**config.mk**
```make
export PLATFORM = sky130hd
export DESIGN_NAME = modular_exponentiation
export DESIGN_NICKNAME = d
export VERILOG_FILES = /design/src/mexp_pkg.sv /design/src/mexp_ctrl.sv /design/src/mexp_dp.sv /design/src/modular_exponentiation.sv
export VERILOG_INCLUDE_DIRS = /design/src /design/src/src
export SDC_FILE = /design/constraint.sdc
export NUM_CORES = 1
export LEC_CHECK = 0
export ABC_AREA = 0
export BUFFER_PORTS_ARGS = -buffer_cell sky130_fd_sc_hd__buf_2
export CORE_ASPECT_RATIO = 1.5
export CORE_MARGIN = 10
export CORE_UTILIZATION = 40
export DETAILED_ROUTE_END_ITERATION = 16
export GPL_TIMING_DRIVEN = 0
export PLACE_DENSITY_LB_ADDON = 0.2
export SLEW_MARGIN = 20
export SYNTH_ARGS = -nofsm -noshare
export SYNTH_HDL_FRONTEND = slang
export SYNTH_SLANG_ARGS = --single-unit
```
**constraint.sdc**
```tcl
create_clock -name clk -period 13.1 [get_ports clk]
set_input_delay 2.62 -clock clk [delete_from_list [all_inputs] [get_ports clk]]
set_output_delay 2.62 -clock clk [all_outputs]
set_load 0.05 [all_outputs]
```
**src/modular_exponentiation_defines.svh**
```systemverilog
// Assertion macros used by the modular exponentiation controller
`ifndef MODULAR_EXPONENTIATION_DEFINES_SVH
`define MODULAR_EXPONENTIATION_DEFINES_SVH

// Same-cycle implication, disabled while in reset
`define MEXP_ASSERT_NOW(lbl, clk, rstn, ante, cons) \
	lbl: assert property (@(posedge clk) disable iff (!rstn) (ante) |-> (cons)) \
		else $error("mexp check failed");

// Next-cycle implication, disabled while in reset
`define MEXP_ASSERT_NEXT(lbl, clk, rstn, ante, cons) \
	lbl: assert property (@(posedge clk) disable iff (!rstn) (ante) |=> (cons)) \
		else $error("mexp check failed");

`endif

```
**src/mexp_pkg.sv**
```systemverilog
// Package: types, constants and the modular step function for modular exponentiation
`default_nettype none
package mexp_pkg;
	localparam int MOD_W        = 31;
	localparam int BASE_W       = 64;
	localparam int EXP_BITS_DEF = 63;
	localparam int RED_CNT_W    = $clog2(BASE_W);
	localparam int MUL_CNT_W    = $clog2(MOD_W);
	localparam logic [MOD_W-1:0] MODULUS_RESET = 31'd1000000007;

	typedef enum logic [2:0] {
		S_IDLE,
		S_REDUCE,
		S_FIX,
		S_CHECK,
		S_MUL,
		S_UPDATE,
		S_DONE
	} mexp_state_t;

	// controller to datapath
	typedef struct packed {
		logic load;
		logic red_step;
		logic fix;
		logic mul_init;
		logic mul_step;
		logic exp_step;
		logic finish;
	} mexp_cmd_t;

	// datapath to controller
	typedef struct packed {
		logic red_last;
		logic mul_last;
		logic e_done;
	} mexp_sts_t;

	// one step of interleaved modular multiply: r = (2r + bit*a) mod m, r,a < m
	function automatic logic [MOD_W-1:0] mod_step(input logic [MOD_W-1:0] r,
			input logic [MOD_W-1:0] a, input logic mbit, input logic [MOD_W-1:0] m);
		logic [MOD_W:0] t;
		logic [MOD_W:0] u;
		t = {r, 1'b0};
		if (t >= {1'b0, m}) begin
			t = t - {1'b0, m};
		end
		u = t;
		if (mbit) begin
			u = t + {1'b0, a};
			if (u >= {1'b0, m}) begin
				u = u - {1'b0, m};
			end
		end
		return u[MOD_W-1:0];
	endfunction
endpackage
`default_nettype wire

```
**src/mexp_ctrl.sv**
```systemverilog
// Controller state machine: sequences reduction, multiply passes and result hand-off
`default_nettype none
`include "modular_exponentiation_defines.svh"
module mexp_ctrl
	import mexp_pkg::*;
(
	input  wire logic      clk,
	input  wire logic      arst_n,
	input  wire logic      req_valid,
	output logic           req_ready,
	input  wire logic      rsp_free,
	input  wire mexp_sts_t sts,
	output mexp_cmd_t      cmd
);
	mexp_state_t state_q;
	mexp_state_t state_d;

	always_ff @(posedge clk or negedge arst_n) begin
		if (!arst_n) begin
			state_q <= S_IDLE;
		end else begin
			state_q <= state_d;
		end
	end

	always_comb begin
		state_d = state_q;
		case (state_q)
			S_IDLE: begin
				if (req_valid) state_d = S_REDUCE;
			end
			S_REDUCE: begin
				if (sts.red_last) state_d = S_FIX;
			end
			S_FIX:    state_d = S_CHECK;
			S_CHECK: begin
				state_d = sts.e_done ? S_DONE : S_MUL;
			end
			S_MUL: begin
				if (sts.mul_last) state_d = S_UPDATE;
			end
			S_UPDATE: state_d = S_CHECK;
			S_DONE: begin
				if (rsp_free) state_d = S_IDLE;
			end
			default:  state_d = S_IDLE;
		endcase
	end

	always_comb begin
		cmd       = '0;
		req_ready = 1'b0;
		case (state_q)
			S_IDLE: begin
				req_ready = 1'b1;
				cmd.load  = req_valid;
			end
			S_REDUCE: cmd.red_step = 1'b1;
			S_FIX:    cmd.fix      = 1'b1;
			S_CHECK:  cmd.mul_init = !sts.e_done;
			S_MUL:    cmd.mul_step = 1'b1;
			S_UPDATE: cmd.exp_step = 1'b1;
			S_DONE:   cmd.finish   = rsp_free;
			default:  cmd          = '0;
		endcase
	end

	`MEXP_ASSERT_NEXT(a_accept_reduce, clk, arst_n, req_valid && req_ready, state_q == S_REDUCE)
	`MEXP_ASSERT_NOW(a_finish_free, clk, arst_n, cmd.finish, rsp_free)
	`MEXP_ASSERT_NEXT(a_mul_update, clk, arst_n, state_q == S_MUL && sts.mul_last,
		state_q == S_UPDATE)
endmodule
`default_nettype wire

```
**src/mexp_dp.sv**
```systemverilog
// Datapath: bit-serial base reduction, exponent shifter, two-lane interleaved modular multiply
`default_nettype none
module mexp_dp
	import mexp_pkg::*;
#(
	parameter int EXP_BITS = EXP_BITS_DEF
) (
	input  wire logic                clk,
	input  wire logic [MOD_W-1:0]    modulus,
	input  wire logic                op,
	input  wire logic [BASE_W-1:0]   base,
	input  wire logic [EXP_BITS-1:0] exponent,
	input  wire mexp_cmd_t           cmd,
	output mexp_sts_t                sts,
	output logic [MOD_W-1:0]         result
);
	localparam int EW = (EXP_BITS > MOD_W) ? EXP_BITS : MOD_W;

	logic [MOD_W-1:0]     m_q;
	logic                 neg_q;
	logic [BASE_W-1:0]    mag_q;
	logic [MOD_W-1:0]     red_q;
	logic [RED_CNT_W-1:0] cnt_q;
	logic [EW-1:0]        e_q;
	logic [MOD_W-1:0]     acc_q;
	logic [MOD_W-1:0]     b_q;
	logic [MOD_W-1:0]     ra_q;
	logic [MOD_W-1:0]     rb_q;
	logic [MUL_CNT_W-1:0] mc_q;

	logic [MOD_W:0]       red_t;
	logic [MOD_W:0]       red_n;
	logic [EW-1:0]        e_load;

	always_comb begin
		red_t = {red_q, mag_q[BASE_W-1]};
		red_n = (red_t >= {1'b0, m_q}) ? red_t - {1'b0, m_q} : red_t;
	end

	always_comb begin
		if (op) begin
			e_load = (modulus >= MOD_W'(2)) ? EW'(modulus - MOD_W'(2)) : '0;
		end else begin
			e_load = EW'(exponent);
		end
	end

	always_ff @(posedge clk) begin
		if (cmd.load) begin
			m_q   <= modulus;
			neg_q <= base[BASE_W-1];
			mag_q <= base[BASE_W-1] ? (~base + BASE_W'(1)) : base;
			red_q <= '0;
			cnt_q <= '0;
			e_q   <= e_load;
		end
		if (cmd.red_step) begin
			red_q <= red_n[MOD_W-1:0];
			mag_q <= {mag_q[BASE_W-2:0], 1'b0};
			cnt_q <= cnt_q + RED_CNT_W'(1);
		end
		if (cmd.fix) begin
			// negative base: move a non-zero remainder up into range
			b_q   <= (neg_q && red_q != '0) ? m_q - red_q : red_q;
			acc_q <= MOD_W'(1);
		end
		if (cmd.mul_init) begin
			ra_q <= '0;
			rb_q <= '0;
			mc_q <= MUL_CNT_W'(MOD_W - 1);
		end
		if (cmd.mul_step) begin
			// lane a: acc * b, lane b: b * b, multiplier bits of b from the top
			ra_q <= mod_step(ra_q, acc_q, b_q[mc_q], m_q);
			rb_q <= mod_step(rb_q, b_q, b_q[mc_q], m_q);
			mc_q <= mc_q - MUL_CNT_W'(1);
		end
		if (cmd.exp_step) begin
			if (e_q[0]) acc_q <= ra_q;
			b_q <= rb_q;
			e_q <= e_q >> 1;
		end
	end

	assign sts.red_last = (cnt_q == RED_CNT_W'(BASE_W - 1));
	assign sts.mul_last = (mc_q == '0);
	assign sts.e_done   = (e_q == '0) || (m_q == '0);
	assign result       = (m_q == '0) ? '0 : acc_q;
endmodule
`default_nettype wire

```
**src/modular_exponentiation.sv**
```systemverilog
// Requests are processed one at a time: a bit-serial base reduction, then one interleaved
// multiply pass per bit of the exponent used; a new request is not taken until the
// previous one has finished.
// A new request is taken while the previous result still waits in the output register.
// Reset (arst_n low, asynchronous) returns to idle, drops any pending result and
// sets the modulus to 1000000007.
`default_nettype none
module modular_exponentiation
	import mexp_pkg::*;
#(
	parameter int EXP_BITS = EXP_BITS_DEF
) (
	input  wire logic                clk,
	input  wire logic                arst_n,
	// modulus register write
	input  wire logic                modulus_we,
	input  wire logic [MOD_W-1:0]    modulus_wdata,
	// request channel
	input  wire logic                req_valid,
	output logic                     req_ready,
	input  wire logic                op,
	input  wire logic [BASE_W-1:0]   base,
	input  wire logic [EXP_BITS-1:0] exponent,
	// result channel
	output logic                     rsp_valid,
	input  wire logic                rsp_ready,
	output logic [MOD_W-1:0]         value
);
	logic [MOD_W-1:0] modulus_q;
	logic             rsp_valid_q;
	logic [MOD_W-1:0] value_q;
	logic             rsp_free;
	logic [MOD_W-1:0] result;
	mexp_cmd_t        cmd;
	mexp_sts_t        sts;

	// modulus register; the user must write it only while idle, the block does not enforce this
	always_ff @(posedge clk or negedge arst_n) begin
		if (!arst_n) begin
			modulus_q <= MODULUS_RESET;
		end else if (modulus_we) begin
			modulus_q <= modulus_wdata;
		end
	end

	// output register: holds one finished result until taken
	assign rsp_free = !rsp_valid_q || rsp_ready;

	always_ff @(posedge clk or negedge arst_n) begin
		if (!arst_n) begin
			rsp_valid_q <= 1'b0;
		end else if (cmd.finish) begin
			rsp_valid_q <= 1'b1;
		end else if (rsp_ready) begin
			rsp_valid_q <= 1'b0;
		end
	end

	always_ff @(posedge clk) begin
		if (cmd.finish) value_q <= result;
	end

	assign rsp_valid = rsp_valid_q;
	assign value     = value_q;

	mexp_ctrl u_ctrl (
		.clk       (clk),
		.arst_n    (arst_n),
		.req_valid (req_valid),
		.req_ready (req_ready),
		.rsp_free  (rsp_free),
		.sts       (sts),
		.cmd       (cmd)
	);

	mexp_dp #(
		.EXP_BITS (EXP_BITS)
	) u_dp (
		.clk      (clk),
		.modulus  (modulus_q),
		.op       (op),
		.base     (base),
		.exponent (exponent),
		.cmd      (cmd),
		.sts      (sts),
		.result   (result)
	);
endmodule
`default_nettype wire

```
==> results.md, run 1 <==
* Clk_skew at 22.9 ps
* H-tree levels at 2
* Min cycle time layout at 10,900 ps
* Met1 GRT Util at 23.6%
* Period utilization at 83.2%
* CTS resizes at 0
* Crit path launch type: register
* Endpoints failing setup at 0
* Largest net degree at the start of global routing at 49
* Detailed placement HPWL at 86,900 um
* Post-DR vias/cell at 5.68
* Hold WC Path Type: reg2reg
* Count leader, synth: nand2_1
* Die Span Y at 366 um
* Final GP Congestion at 0.942
* CP required at 13,450 ps
* Critical path fanouts, max at 10
* GR Layer Usage met3 at 3.15%
* Post-CTS setup buffers at 0
* Skew-Pair Late Insertion Delay at 630 ps
* Syn Nets at 3,982
* Register area share after synthesis at 35.3%
* Area leader, netlist: edfxtp_1
* Largest cells by area after synthesis: edfxtp_1, ha_1, a21oi_1
* EDFF count, synth at 323
* Antenna violations before repair at 3
* Final Slew Violations at 0
* Setup crit end kind: register
* RSZ-0062 raised after global routing: no
* Final wirelength at 106,000 um
* Distinct cells, synth at 82
* First-pass GRT wire length at 162,000 um
* FFs w/ async S/R, synth at 8.95%
* Total negative slack at 0 ps
* Slowest stage cell on the critical path: nor4_1
* Top-area cell type share of the netlist area at 30.5%
* Mapped Area at 0.0319 mm^2
* Worst vdd ir at 0.109 mV
* Design area at 0.0359 mm^2
* DR iter-0 viols at 1,658
* Router iterations before antenna repair at 5
* Cell internal pwr at 2.17 mW
* Initial core utilization at 40.4%
* Synth Flop Type: edfxtp_1
* Commonest cells in the netlist: nand2_1, a21oi_1, edfxtp_1, o21ai_0, nor2_1
* Power Density at 78.6 mW/mm^2
* CP peak stage delay at 780 ps
* Die area at 0.0915 mm^2
* Post-synthesis area per instance at 8.95 um^2
* Ys Warns at 0
* Busiest grt layer: met2
* Outcome: finished, final reports clean
* Seq cells post-synth at 391
* DRT antenna net count at 0
* CTS buffer count at 44
* Critical Path Source: u_dp.m_q[25]
* Slew HR at 22.9%
* Clock power share at 47.4%
* Clock Pin Slew Worst Setup and Hold Paths at 60 ps
* # DRC at 0
* Via count at 27,700
* Share of total power in combinational logic at 4.2%
* Port Buffers at 195
* Maximum clock path buffer count at 3
* Met2 Track Usage GR at 42.4%
* Clk sink count at 391
* Ports at 197
* Overall routing resource usage at 22.5%
* RR Startpoint: u_dp.m_q[25]
* Final net count at 4,233
* WP data arrival at 11,250 ps
* Fmax at 91.7 MHz
* Routed wire length per instance at 21.8 um
* Lkg Pwr at 14.6 nW
* Row cnt at 126
* Post-DP Area at 0.0343 mm^2
* P&R area growth vs syn at 12.7%
* CTS tree: done
* Die width at 250 um
* Tightest Pin Transition at 1150 ps
* Share of layout cells above drive strength 1 at 10.6%
* P_sw at 0.647 mW
* Sw Ratio at 22.9%
* # hold bufs at CTS at 0
* Number of max-cap violations at 0
* Hold Vio Cnt, Final at 0
* Min-Delay Startpoint: u_dp.mag_q[0]
* Worst Setup Path Type: reg2reg
* Root buf cell: clkbuf_16
* Syn Inst Count at 3,559
* Gr ovfl total at 0
* Core Area at 0.0788 mm^2
* Vias in the first global route at 28,500
* Reg power frac at 48.4%
[stage by stage]
stage | hold slack [ps] | worst slack (ps) | total power [mW] | util [%] | std cells
2_1_floorplan | 437 | 5590 | 1.45 | - | 3559
3_3_place_gp | 447 | 2280 | 1.51 | 43.3 | 4778
3_5_place_dp | 452 | 2280 | 1.51 | 43.6 | 4788
4_1_cts | 460 | 2250 | 2.84 | 45.5 | 4870
5_1_grt | 483 | 1670 | 2.90 | 45.5 | 4870
6_report | 460 | 2200 | 2.82 | 45.5 | 4871
[sequential cells by signal, indices dropped and copies added, names as in the netlist, 6 cells and up]
register    count
modulus_q      31
u_dp.acc_q     31
u_dp.b_q       31
u_dp.cnt_q      6
u_dp.e_q       63
u_dp.m_q       31
u_dp.mag_q     64
u_dp.ra_q      31
u_dp.rb_q      31
u_dp.red_q     31
value          31
[power groups by stage]
stage                     clock network [mW]  registers, mW  logic, mW
after floorplan                            0           1.38     0.0636
after global placement                     0           1.39      0.118
after detailed placement                   0           1.39      0.118
after CTS                               1.36           1.37      0.119
after global routing                    1.40           1.37      0.131
final                                   1.34           1.37      0.118
[kinds of logic (layout without fill, tap and decap cells)]
group,after synthesis,count (layout),share of synthesized area (%)
DFF,391,391,35.3
xor gates and xnor gates,305,305,8.39
AOI/OAI and AO/OA,1086,1086,20.9
muxes,151,151,5.33
adders and majority gates,259,259,10.4
buffers and inverters,276,563,3.34
and+or+nand+nor,1091,1091,16.3
other,0,1,0
[placed cells by master, fill, tap and decap left out, types with 20 or more instances in the layout]
cell / instances
and3_1: 43
nor4_1: 43
a31oi_1: 30
nand4_1: 34
nor3_1: 56
o21ai_0: 307
clkbuf_1: 140
mux2_2: 59
nor2_1: 269
a21oi_1: 337
dfxtp_1: 33
o21a_1: 42
nand3_1: 91
o21bai_1: 24
o211ai_1: 20
xnor2_1: 157
clkbuf_16: 46
or3_1: 38
o31ai_1: 32
mux2i_1: 83
a211oi_1: 50
nor2b_1: 61
nand2_1: 346
inv_1: 129
a21o_1: 103
xor2_1: 148
buf_2: 199
edfxtp_1: 323
ha_1: 251
nand2b_1: 38
[critical path: cells and delay by family, from the launching register on]
family / cells / cell delay, ps
simple gates: 10 / 2560
buf+inv: 5 / 2250
fa+ha+maj: 3 / 990
xor+xnor: 1 / 210
mux: 1 / 360
flops: 1 / 380
compound gates: 14 / 3840
[routing by layer]
metal  vias up  wire, um
met4         4      6480
li1      13700         -
met2       732     55200
met1     13000     40200
met3       233      4370
met5         -        21
[layout make-up]
type                       instances  area (um^2)
antenna                            1         2.50
tap                             1024         1280
inverter                         130          488
clock inverter                    17          260
multi-input combinational       2892        19600
timing repair buffer             205         1150
clock buffer                      65         1280
buffer                           146          576
sequential                       391        11300
fill                            7803        42900
[final timing paths]
kind / end / slack, ps / depth (start not counted)
min: u_dp.mag_q[0] / 460 / 2
min reg2reg: u_dp.mag_q[0] / 460 / 2
max in group asynchronous: u_ctrl.state_q[0] / 10290 / 1
max: u_dp.ra_q[27] / 2200 / 34
max reg2reg: u_dp.ra_q[27] / 2200 / 34
min in group asynchronous: modulus_q[26] / 2160 / 1
Power figures use the tool's default switching activity.
==> run 2, diff against run 1 <==
==> constraint.sdc (replaced) <==
create_clock -name clk -period 9.12 [get_ports clk]
set_input_delay 1.824 -clock clk [delete_from_list [all_inputs] [get_ports clk]]
set_output_delay 1.824 -clock clk [all_outputs]
set_load 0.05 [all_outputs]
==> run 2 against run 1 <==
Flip-flop and latch count did not move. Critical path depth fell by 1. Sequential share of layout area fell by 0.17 points. Combinational power rose by 44%. Clock-buffer cell count did not move. Wire length rose by 0.25%. Maximum frequency rose by 24%. Design area rose by 0.55%. Clock power rose by 43%. Final cell count rose by 0.12%. Die area did not move. Power rose by 44%.
==> results.md, run 2 (synthesis results as in run 1) <==
* # DRC at 0 (unchanged)
* CTS tree: done
* Row cnt at 126 (unchanged)
* Min cycle time layout at 8780 ps (-2120 ps)
* CTS buffer count at 44 (unchanged)
* Crit path launch type: register
* Largest Register: u_dp.mag_q
* Setup crit end kind: register
* R2R depth at 33 (-2.9%)
* DR iter-0 viols at 1,647 (-0.66%)
* Finished Core Util at 45.8% (+0.25 points)
* Port Buffers at 195 (unchanged)
* Number of flip-flops in the largest register at 64 (unchanged)
* Die Span Y at 366 um (unchanged)
* CP required at 9470 ps (-3980 ps)
* Root buf cell: clkbuf_16
* Final GP Congestion at 0.942 (unchanged)
* Die area at 0.0915 mm^2 (unchanged)
* Maximum clock path buffer count at 3 (unchanged)
* Worst vdd ir at 0.157 mV (+43%)
* Slowest stage cell on the critical path: a2111oi_0
* Gr ovfl total at 0 (unchanged)
* Most common cell after layout, fill and taps aside: nand2_1
* CP peak stage delay at 540 ps (-240 ps)
* Final net count at 4,239 (+0.14%)
* Clk_skew at 24.8 ps (+1.83 ps)
* Antenna violations before repair at 3 (unchanged)
* Initial core utilization at 40.4% (unchanged)
* Hold Vio Cnt, Final at 0 (unchanged)
* Slew HR at 22.2% (-0.70 points)
* Routed wire length per instance at 21.8 um (+0.13%)
* Clock Pin Slew Worst Setup and Hold Paths at 60 ps (about the same)
* Commonest non-fill, non-tap cells in the layout: nand2_1, a21oi_1, edfxtp_1, o21ai_0, nor2_1
* Power Density at 112 mW/mm^2 (+43%)
* Biggest regs: u_dp.mag_q: 64 flops, u_dp.e_q: 63 flops
* Largest net degree at the start of global routing at 49 (unchanged)
* Fmax at 114 MHz (+24%)
* Tightest Pin Transition at 1160 ps (+10.4 ps)
* Post-DR vias/cell at 5.69 (+0.15%)
* Period utilization at 96.2% (+13 points)
* Detailed placement HPWL at 86,900 um (unchanged)
* Share of layout cells above drive strength 1 at 11.6% (+1.0 points)
* Outcome: finished, final reports clean
* Clk sink count at 391 (unchanged)
* Skew-Pair Late Insertion Delay at 630 ps (about the same)
* DRT antenna net count at 0 (unchanged)
* Worst Setup Path Type: reg2reg
* P&R area growth vs syn at 13.3%
* Worst hold path depth at 2 (unchanged)
* Via count at 27,700 (+0.27%)
* Vias in the first global route at 28,600 (+0.23%)
* # placed instances at 4,788 (unchanged)
* Lkg Pwr at 14.7 nW (+0.63%)
* Fin cells at 4,877 (+0.12%)
* Die width at 250 um (unchanged)
* H-tree levels at 2 (unchanged)
* First-pass GRT wire length at 162,000 um (+0.15%)
* Final wirelength at 106,000 um (+0.25%)
* # hold bufs at CTS at 0 (unchanged)
* Critical path fanouts, max at 10 (unchanged)
* Core Area at 0.0788 mm^2 (unchanged)
* Number of max-cap violations at 0 (unchanged)
* Overall routing resource usage at 22.6% (+0.029 points)
* Hold WC Path Type: reg2reg
* WP data arrival at 9120 ps (-2130 ps)
* Router iterations before antenna repair at 6 (+1)
* PnR Total Power at 4.05 mW (+44%)
* Ports at 197 (unchanged)
* Endpoints failing setup at 0 (unchanged)
* Final Slew Violations at 0 (unchanged)
==> run 2: cell count changes in the layout (fill, tap and decap cells not counted), moves of 3 or more <==
cell,change
clkbuf_4,+4
a221oi_1,-3
buf_1,-6
clkbuf_2,+4
buf_2,+6
buf_4,+10
clkbuf_1,-12
==> run 2: what timing repair did <==
action,CTS,global route
pin swaps,2,1
setup buffers,6,4
endpoints found under the setup margin,62,59
gates resized for setup,31,20
==> run 2: worst paths after layout <==
check                              start           endpoint  slack [ps]
setup reg to reg            u_dp.m_q[28]      u_dp.ra_q[27]         340
min in group asynchronous         arst_n      modulus_q[26]        1360
setup / recovery            u_dp.m_q[28]      u_dp.ra_q[27]         340
hold / removal             u_dp.mag_q[0]      u_dp.mag_q[0]         460
hold reg to reg            u_dp.mag_q[0]      u_dp.mag_q[0]         460
max in group asynchronous         arst_n  u_ctrl.state_q[0]        7130
==> run 2: final cells by class <==
cell class                 count  area, um^2
antenna                        1        2.50
buffer                       142         588
clock buffer                  65        1280
clock inverter                17         260
fill                        7785       42700
inverter                     130         495
multi-input combinational   2892       19700
sequential                   391       11300
tap                         1024        1280
timing repair buffer         215        1220
==> run 2: stage by stage <==
| stage | worst slack [ps] | area [um^2] | hold WS [ps] | TNS (ps) |
|---|---|---|---|---|
| after floorplan | 1610 | 31900 | 437 | 0 |
| after global placement | -1700 | 34100 | 447 | -181300 |
| after detailed placement | -1700 | 34300 | 452 | -88050 |
| after CTS | 19.5 | 36000 | 460 | 0 |
| after global routing | -9.55 | 36100 | 483 | -9.55 |
| final | 345 | 36100 | 460 | 0 |
==> run 2: report_power, final <==
part | total (mW) | switching (mW) | internal (mW)
combinational | 0.170 | 0.0902 | 0.0797
clock | 1.92 | 0.819 | 1.10
sequential | 1.96 | 0.0235 | 1.94
total | 4.05 | 0.933 | 3.12
==> run 2: critical path, delay by kind of cell (launching register included) <==
kind                     cells  cell delay [ps]
flip-flops                   1              470
multiplexers                 1              260
adder cells (fa/ha/maj)      3             1050
AO/OA/AOI/OAI               16             3860
buffers and inverters        4             1190
AND/OR/NAND/NOR              8             1450
XOR/XNOR                     1              210
==> run 2: metal layers <==
layer  wire length (um)  vias to the layer above  part of all wire (%)  track usage [%]
met3               4460                      234                   4.2             3.16
met5                 21                        -                 0.020                0
li1                   -                    13700                     -                -
met1              40400                    13100                    38             23.7
met4               6680                        4                   6.3             13.1
met2              54900                      739                    52             42.2
